File: config.mk
export PLATFORM = sky130hd
export DESIGN_NAME = earliest_expiry_unit_consumer
export DESIGN_NICKNAME = d
export VERILOG_FILES = /design/src/hw/rtl/eeuc_pkg.sv /design/src/hw/rtl/eeuc_ram.sv /design/src/hw/rtl/eeuc_datapath.sv /design/src/hw/rtl/eeuc_ctrl.sv /design/src/hw/rtl/earliest_expiry_unit_consumer.sv
export SDC_FILE = /design/constraint.sdc
export NUM_CORES = 2
export LEC_CHECK = 0
export BUFFER_PORTS_ARGS = -buffer_cell sky130_fd_sc_hd__clkbuf_2
export CORE_AREA = 2 2 481 483
export DETAILED_ROUTE_END_ITERATION = 10
export DIE_AREA = 0 0 483 485
export PLACE_DENSITY = 0.76
export SYNTH_ARGS = -nofsm -noshare
export SYNTH_HDL_FRONTEND = slang
export SYNTH_SLANG_ARGS = --single-unit
File: constraint.sdc
create_clock -name clk -period 8.64 [get_ports clk]
set_input_delay 1.728 -clock clk [delete_from_list [all_inputs] [get_ports clk]]
set_output_delay 1.728 -clock clk [all_outputs]
set_load 0.005 [all_outputs]
File: src/hw/rtl/eeuc_pkg.sv
// Package for the earliest expiry unit consumer.
// Holds table sizing constants, the controller state type and the command/status structs.
// No dependencies.
`timescale 1ns / 1ps

package eeuc_pkg;

    localparam int TABLE_DEPTH = 64;
    localparam int IDX_W       = (TABLE_DEPTH > 1) ? $clog2(TABLE_DEPTH) : 1;
    localparam int CNT_W       = $clog2(TABLE_DEPTH + 1);
    localparam int EXP_W       = 32;
    localparam int REM_W       = 16;
    localparam int LIFE_W      = 16;
    localparam int TOT_W       = 32;
    localparam int ENTRY_W     = EXP_W + REM_W;

    localparam logic [IDX_W-1:0] LAST_IDX = IDX_W'(TABLE_DEPTH - 1);

    typedef enum logic [2:0] {
        ST_IDLE,
        ST_SCAN,
        ST_DRAIN,
        ST_DECIDE,
        ST_INSERT,
        ST_CONSUME,
        ST_REPORT
    } eeuc_state_t;

    typedef struct packed {
        logic load;
        logic scan;
        logic decide;
        logic insert;
        logic consume;
    } eeuc_cmd_t;

    typedef struct packed {
        logic scan_last;
    } eeuc_status_t;

endpackage

File: src/hw/rtl/eeuc_ram.sv
// Generic simple dual-port RAM with registered read data.
// One write port, one read port; no dependencies.
`timescale 1ns / 1ps

module eeuc_ram #(
    parameter int WIDTH = 8,
    parameter int DEPTH = 16,
    parameter int AW    = (DEPTH > 1) ? $clog2(DEPTH) : 1
) (
    input  logic             clk,
    input  logic             we,
    input  logic [AW-1:0]    waddr,
    input  logic [WIDTH-1:0] wdata,
    input  logic [AW-1:0]    raddr,
    output logic [WIDTH-1:0] rdata
);

    logic [WIDTH-1:0] mem [DEPTH];
    logic [WIDTH-1:0] rdata_reg;

    always_ff @(posedge clk)
    begin
        if (we)
        begin
            mem[waddr] <= wdata;
        end
        rdata_reg <= mem[raddr];
    end

    assign rdata = rdata_reg;

endmodule

File: src/hw/rtl/eeuc_datapath.sv
// Datapath: entry table RAM, valid bits, scan trackers, day counter and total.
// Depends on eeuc_pkg and eeuc_ram.
`timescale 1ns / 1ps

module eeuc_datapath
    import eeuc_pkg::*;
(
    input  logic                clk,
    input  logic                rst_n,
    input  logic [REM_W-1:0]    batch_count,
    input  logic [LIFE_W-1:0]   batch_life,
    input  eeuc_cmd_t           cmd,
    output eeuc_status_t        status,
    output logic                unit_taken,
    output logic [TOT_W-1:0]    total_taken,
    output logic                stock_remains,
    output logic                batch_rejected
);

    logic [EXP_W-1:0]       day_reg;
    logic [TOT_W-1:0]       total_reg;
    logic [TABLE_DEPTH-1:0] valid_reg;

    logic [REM_W-1:0]       count_reg;
    logic                   has_batch_reg;
    logic [EXP_W-1:0]       exp_new_reg;

    logic [IDX_W-1:0]       scan_idx_reg;
    logic                   pipe_vld_reg;
    logic [IDX_W-1:0]       pipe_idx_reg;

    logic                   free_found_reg;
    logic [IDX_W-1:0]       free_idx_reg;
    logic                   best_found_reg;
    logic [EXP_W-1:0]       best_exp_reg;
    logic [REM_W-1:0]       best_rem_reg;
    logic [IDX_W-1:0]       best_idx_reg;
    logic [CNT_W-1:0]       live_cnt_reg;
    logic                   ins_reg;

    logic                   taken_reg;
    logic                   remains_reg;
    logic                   rejected_reg;

    logic [EXP_W-1:0]       next_day;
    logic [EXP_W:0]         exp_sum;
    logic [ENTRY_W-1:0]     rd_data;
    logic [EXP_W-1:0]       rd_exp;
    logic [REM_W-1:0]       rd_rem;
    logic                   rd_alive;
    logic                   best_drop;

    logic                   ram_we;
    logic [IDX_W-1:0]       ram_waddr;
    logic [ENTRY_W-1:0]     ram_wdata;

    assign next_day = (day_reg == {EXP_W{1'b1}}) ? day_reg : day_reg + EXP_W'(1);
    assign exp_sum  = {1'b0, day_reg} + {{(EXP_W + 1 - LIFE_W){1'b0}}, batch_life};

    assign rd_exp   = rd_data[ENTRY_W-1:REM_W];
    assign rd_rem   = rd_data[REM_W-1:0];
    assign rd_alive = valid_reg[pipe_idx_reg] && (rd_exp > day_reg);

    assign best_drop = (best_rem_reg == REM_W'(1));

    assign status.scan_last = (scan_idx_reg == LAST_IDX);

    always_comb
    begin
        ram_we    = 1'b0;
        ram_waddr = best_idx_reg;
        ram_wdata = {best_exp_reg, best_rem_reg - REM_W'(1)};
        if (cmd.insert)
        begin
            ram_we    = ins_reg;
            ram_waddr = free_idx_reg;
            ram_wdata = {exp_new_reg, count_reg};
        end
        else if (cmd.consume)
        begin
            ram_we = best_found_reg;
        end
    end

    eeuc_ram #(
        .WIDTH (ENTRY_W),
        .DEPTH (TABLE_DEPTH),
        .AW    (IDX_W)
    ) u_table (
        .clk   (clk),
        .we    (ram_we),
        .waddr (ram_waddr),
        .wdata (ram_wdata),
        .raddr (scan_idx_reg),
        .rdata (rd_data)
    );

    always_ff @(posedge clk or negedge rst_n)
    begin
        if (!rst_n)
        begin
            day_reg      <= '0;
            total_reg    <= '0;
            valid_reg    <= '0;
            pipe_vld_reg <= 1'b0;
        end
        else
        begin
            pipe_vld_reg <= cmd.scan;
            if (pipe_vld_reg && valid_reg[pipe_idx_reg] && !rd_alive)
            begin
                valid_reg[pipe_idx_reg] <= 1'b0;
            end
            if (cmd.insert && ins_reg)
            begin
                valid_reg[free_idx_reg] <= 1'b1;
            end
            if (cmd.consume)
            begin
                if (best_found_reg && best_drop)
                begin
                    valid_reg[best_idx_reg] <= 1'b0;
                end
                if (best_found_reg && (total_reg != {TOT_W{1'b1}}))
                begin
                    total_reg <= total_reg + TOT_W'(1);
                end
                day_reg <= next_day;
            end
        end
    end

    // scan trackers and per-day payload
    always_ff @(posedge clk)
    begin
        if (cmd.load)
        begin
            count_reg      <= batch_count;
            has_batch_reg  <= (batch_count != '0) && (batch_life != '0);
            exp_new_reg    <= exp_sum[EXP_W] ? {EXP_W{1'b1}} : exp_sum[EXP_W-1:0];
            scan_idx_reg   <= '0;
            free_found_reg <= 1'b0;
            best_found_reg <= 1'b0;
            live_cnt_reg   <= '0;
        end
        else
        begin
            if (cmd.scan)
            begin
                scan_idx_reg <= scan_idx_reg + IDX_W'(1);
                pipe_idx_reg <= scan_idx_reg;
            end
            if (pipe_vld_reg)
            begin
                if (!rd_alive && !free_found_reg)
                begin
                    free_found_reg <= 1'b1;
                    free_idx_reg   <= pipe_idx_reg;
                end
                if (rd_alive && (!best_found_reg || (rd_exp < best_exp_reg)))
                begin
                    best_found_reg <= 1'b1;
                    best_exp_reg   <= rd_exp;
                    best_rem_reg   <= rd_rem;
                    best_idx_reg   <= pipe_idx_reg;
                end
                if (rd_alive && (rd_exp > next_day))
                begin
                    live_cnt_reg <= live_cnt_reg + CNT_W'(1);
                end
            end
            if (cmd.decide)
            begin
                ins_reg      <= has_batch_reg && free_found_reg;
                rejected_reg <= has_batch_reg && !free_found_reg;
                if (has_batch_reg && free_found_reg)
                begin
                    if (!best_found_reg || (exp_new_reg < best_exp_reg) ||
                        ((exp_new_reg == best_exp_reg) && (free_idx_reg < best_idx_reg)))
                    begin
                        best_found_reg <= 1'b1;
                        best_exp_reg   <= exp_new_reg;
                        best_rem_reg   <= count_reg;
                        best_idx_reg   <= free_idx_reg;
                    end
                    if (exp_new_reg > next_day)
                    begin
                        live_cnt_reg <= live_cnt_reg + CNT_W'(1);
                    end
                end
            end
            if (cmd.consume)
            begin
                taken_reg <= best_found_reg;
                if (best_found_reg && best_drop && (best_exp_reg > next_day))
                begin
                    remains_reg <= (live_cnt_reg > CNT_W'(1));
                end
                else
                begin
                    remains_reg <= (live_cnt_reg != '0);
                end
            end
        end
    end

    assign unit_taken     = taken_reg;
    assign total_taken    = total_reg;
    assign stock_remains  = remains_reg;
    assign batch_rejected = rejected_reg;

endmodule

File: src/hw/rtl/eeuc_ctrl.sv
// Controller state machine: sequences scan, drain, decide, insert, consume and report.
// Depends on eeuc_pkg.
`timescale 1ns / 1ps

module eeuc_ctrl
    import eeuc_pkg::*;
(
    input  logic         clk,
    input  logic         rst_n,
    input  logic         start,
    input  eeuc_status_t status,
    output eeuc_cmd_t    cmd,
    output logic         busy,
    output logic         done
);

    eeuc_state_t state_reg;
    eeuc_state_t state_next;

    always_ff @(posedge clk or negedge rst_n)
    begin
        if (!rst_n)
        begin
            state_reg <= ST_IDLE;
        end
        else
        begin
            state_reg <= state_next;
        end
    end

    always_comb
    begin
        state_next = state_reg;
        unique case (state_reg)
            ST_IDLE:
            begin
                if (start)
                begin
                    state_next = ST_SCAN;
                end
            end
            ST_SCAN:
            begin
                if (status.scan_last)
                begin
                    state_next = ST_DRAIN;
                end
            end
            ST_DRAIN:   state_next = ST_DECIDE;
            ST_DECIDE:  state_next = ST_INSERT;
            ST_INSERT:  state_next = ST_CONSUME;
            ST_CONSUME: state_next = ST_REPORT;
            ST_REPORT:  state_next = ST_IDLE;
            default:    state_next = ST_IDLE;
        endcase
    end

    always_comb
    begin
        cmd         = '0;
        busy        = 1'b1;
        done        = 1'b0;
        unique case (state_reg)
            ST_IDLE:
            begin
                busy     = 1'b0;
                cmd.load = start;
            end
            ST_SCAN:    cmd.scan    = 1'b1;
            ST_DRAIN:   ;
            ST_DECIDE:  cmd.decide  = 1'b1;
            ST_INSERT:  cmd.insert  = 1'b1;
            ST_CONSUME: cmd.consume = 1'b1;
            ST_REPORT:  done        = 1'b1;
            default:    busy        = 1'b1;
        endcase
    end

endmodule

File: src/hw/rtl/earliest_expiry_unit_consumer.sv
// Top level of the earliest expiry unit consumer.
// Depends on eeuc_pkg, eeuc_ctrl and eeuc_datapath.
//
// One day is started by a start pulse while busy is low and ends with the done
// cycle; busy is low again in the cycle after done, so a new day is not accepted
// before then. The main work of a day is the scan of the entry table, which is read
// one entry per cycle from a single RAM read port to expire old batches, find the
// lowest free entry and the earliest expiry.
// Results are valid for exactly the one cycle that done is high and cannot be
// stalled: the receiver must take every transfer as it comes.
`timescale 1ns / 1ps

module earliest_expiry_unit_consumer
    import eeuc_pkg::*;
(
    input  logic              clk,
    input  logic              rst_n,
    input  logic              start,
    output logic              busy,
    input  logic [REM_W-1:0]  batch_count,
    input  logic [LIFE_W-1:0] batch_life,
    output logic              done,
    output logic              unit_taken,
    output logic [TOT_W-1:0]  total_taken,
    output logic              stock_remains,
    output logic              batch_rejected
);

    eeuc_cmd_t    cmd;
    eeuc_status_t status;

    eeuc_ctrl u_ctrl (
        .clk    (clk),
        .rst_n  (rst_n),
        .start  (start),
        .status (status),
        .cmd    (cmd),
        .busy   (busy),
        .done   (done)
    );

    eeuc_datapath u_datapath (
        .clk            (clk),
        .rst_n          (rst_n),
        .batch_count    (batch_count),
        .batch_life     (batch_life),
        .cmd            (cmd),
        .status         (status),
        .unit_taken     (unit_taken),
        .total_taken    (total_taken),
        .stock_remains  (stock_remains),
        .batch_rejected (batch_rejected)
    );

endmodule

==> results.json <==
{
  "viasPerCell": 7.304,
  "cts_root_buffer": "clkbuf_16",
  "worst_skew_pair.late_latency_ns": 0.99,
  "die_area_um2": 234300,
  "timing.final.crit_share_pct": 74.38,
  "crit_fanout": 15,
  "cp.required_ns": 9.46,
  "largest_reg_flops": 3072,
  "drive_above_1_share_pct": 27.21,
  "clk_pin_slew_ns": 0.06,
  "gr-total-overflow": 0,
  "mostFrequentLayoutCell": "edfxtp_1",
  "initial_utilization_pct": 59.68,
  "cts_tree": "done",
  "routabilityCongestion": 0.9252,
  "regToRegSetupSlack_ns": 2.21,
  "die_y_um": 485,
  "slew_violations": 0,
  "grt_util_met3_pct": 9.892,
  "p_per_area_nw_per_um2": 345.8,
  "grt_pass1_vias": 73719,
  "layout_common_cells": "3191 x edfxtp_1, 1013 x mux4_2, 354 x clkbuf_16",
  "ctsHoldBuffers": 0,
  "port_buffers": 71,
  "violations": "antenna rules",
  "drtPass1Iterations": 7,
  "finalHoldViolations": 0,
  "drc": 0,
  "rsz0062_at_grt": "no",
  "max_slew_margin_pct": 2.965,
  "p_leak_nw": 48.63,
  "io_pins": 72,
  "holdWs_ns": 0.4960,
  "period_needed_ns": 6.426,
  "drt-total-wl_um": 393900,
  "grt_first_pass_wirelength_um": 556000,
  "cap_violations": 0,
  "worst_slew_pin_slew_ns": 1.440,
  "post_cts_buffers": 0,
  "async_flop_share_pct": 3.898,
  "vias": 74251,
  "busiest_layer": "met2",
  "die_width_um": 483,
  "ir_drop_mv": 0.2828,
  "synth_edf_count": 3191,
  "ys_warn_count": 0,
  "arrival_ns": 7.24,
  "grt_antenna_before_repair": 37,
  "status": "finished with violations",
  "ys_ff_latch": 3386,
  "nNetsFinal": 7108,
  "grt_max_degree": 126,
  "met2_usage_pct": 52.63,
  "syn-num-nets": 6802,
  "grt_use_total_pct": 33.76,
  "coreArea_um2": 229000,
  "cts_made_buffers": 345,
  "syn-cell-area_um2": 136700,
  "fmax_ghz": 0.1556,
  "ctsHtreeMaxLevel": 5,
  "fill_cells": 13568,
  "wl_per_cell_um": 38.74,
  "dp_hpwl_um": 203800,
  "area_growth_syn_to_layout_pct": 12.08,
  "synth_cell_type_count": 89,
  "ys_seq_area_share_pct": 73.45,
  "synth-main-ff-cell": "edfxtp_1",
  "fin_skew_ns": 0.07183,
  "cts_resized": 0,
  "startpoint_type": "register",
  "drtIter0Drc": 12577,
  "crit_type": "register to register",
  "synthCells": 6558,
  "cts_sinks": 3386,
  "finalSetupTns_ns": 0,
  "row_count": 176,
  "cp-end-kind": "register",
  "min-delay-path-class": "register to register",
  "grtUsageMet1_pct": 44.92,
  "syn_area_per_cell_um2": 20.84,
  "clock_path_buffers": 4,
  "setup_viol": 0,
  "ant_nets": 1,
  "utilization_pct": 66.89
}
==> final timing paths <==
path,start,to,cells after the start
max,u_datapath.day_reg[17],u_datapath.live_cnt_reg[6],19
min,u_datapath.total_taken[7],u_datapath.total_taken[7],1
max reg2reg,u_datapath.day_reg[17],u_datapath.live_cnt_reg[6],19
min reg2reg,u_datapath.total_taken[7],u_datapath.total_taken[7],1
max in group asynchronous,rst_n,u_datapath.valid_reg[34],2
min in group asynchronous,rst_n,u_datapath.day_reg[13],1
==> layout make-up <==
type	count	area, um2	area share (%)
inverters	106	397.9	0.2597
clock buffers	418	9179	5.992
clock inverters	184	1546	1.009
well taps	3026	3786	2.471
repair buffers	274	2048	1.337
flip-flops and latches	3386	100400	65.54
diodes	21	52.55	0.03430
multi-input cells	2751	35780	23.35
==> layer usage <==
layer	part of all wire, %	vias up
met4	5.0	42
met3	13	1223
li1	-	28038
met2	47	6464
met1	34	38484
met5	0.18	-
==> cells in the mapped netlist, types with 55 or more instances <==
| cell type | number | area share [%] |
|---|---|---|
| nor2_1 | 185 | 0.51 |
| mux2i_1 | 65 | 0.48 |
| mux4_2 | 1013 | 17 |
| edfxtp_1 | 3191 | 70 |
| inv_1 | 104 | 0.29 |
| a31oi_1 | 57 | 0.26 |
| buf_1 | 70 | 0.19 |
| dfrtp_1 | 132 | 2.4 |
| ha_1 | 208 | 1.9 |
| nand2_1 | 244 | 0.67 |
| xnor2_1 | 108 | 0.69 |
| a21o_1 | 55 | 0.30 |
| clkbuf_1 | 231 | 0.63 |
| a22oi_1 | 65 | 0.36 |
| dfxtp_1 | 63 | 0.92 |
| o21ai_0 | 168 | 0.62 |
| a21oi_1 | 109 | 0.40 |
| nand3_1 | 63 | 0.23 |
| nand4_1 | 59 | 0.27 |
==> metrics by stage <==
step / cell area, um2 / power [mW] / cells / setup slack [ns]
final: 153200 / 52.97 / 10166 / 2.214
after global routing: 153200 / 54.42 / 10149 / 1.804
after CTS: 153100 / 52.72 / 10142 / 2.259
after detailed placement: 142400 / 37.98 / 9540 / 2.274
after global placement: 142400 / 37.53 / 9540 / 2.365
after floorplan: 136700 / 32.74 / 6558 / 2.937
==> critical path, stage by stage, from the launching register on <==
cell	delay, ns
dfrtp_1	0.58
nand4_2	0.32
nor3_2	0.14
nand2_1	0.22
nor2_1	0.14
nor4_1	0.48
nand3_1	0.47
nor3_1	0.68
nand2_1	0.21
xnor2_1	0.45
ha_1	0.34
a21o_1	0.16
a21o_1	0.18
a21oi_1	0.18
o21ai_0	0.24
a2111oi_0	0.50
o2bb2ai_2	0.16
a32oi_4	0.37
or3_1	0.19
mux2_4	0.29
==> where the power goes <==
part | total (mW) | internal [mW] | switching, mW
Clock | 14.6 | 8.28 | 6.30
Combinational | 15.6 | 5.77 | 9.80
Sequential | 22.8 | 22.0 | 0.832
==> cell families (layout without fill, tap and decap cells) <==
group / after synthesis / count (layout) / synth area share (%)
AOI/OAI and AO/OA: 555 / 555 / 2.582
xor gates and xnor gates: 135 / 135 / 0.8916
adders and majority gates: 212 / 212 / 1.941
buffers and inverters: 421 / 982 / 1.169
DFF: 3386 / 3386 / 73.45
muxes: 1093 / 1093 / 17.29
other: 0 / 21 / 0
and+or+nand+nor: 756 / 756 / 2.677
Note: power is estimated with default switching activity, not from simulation.
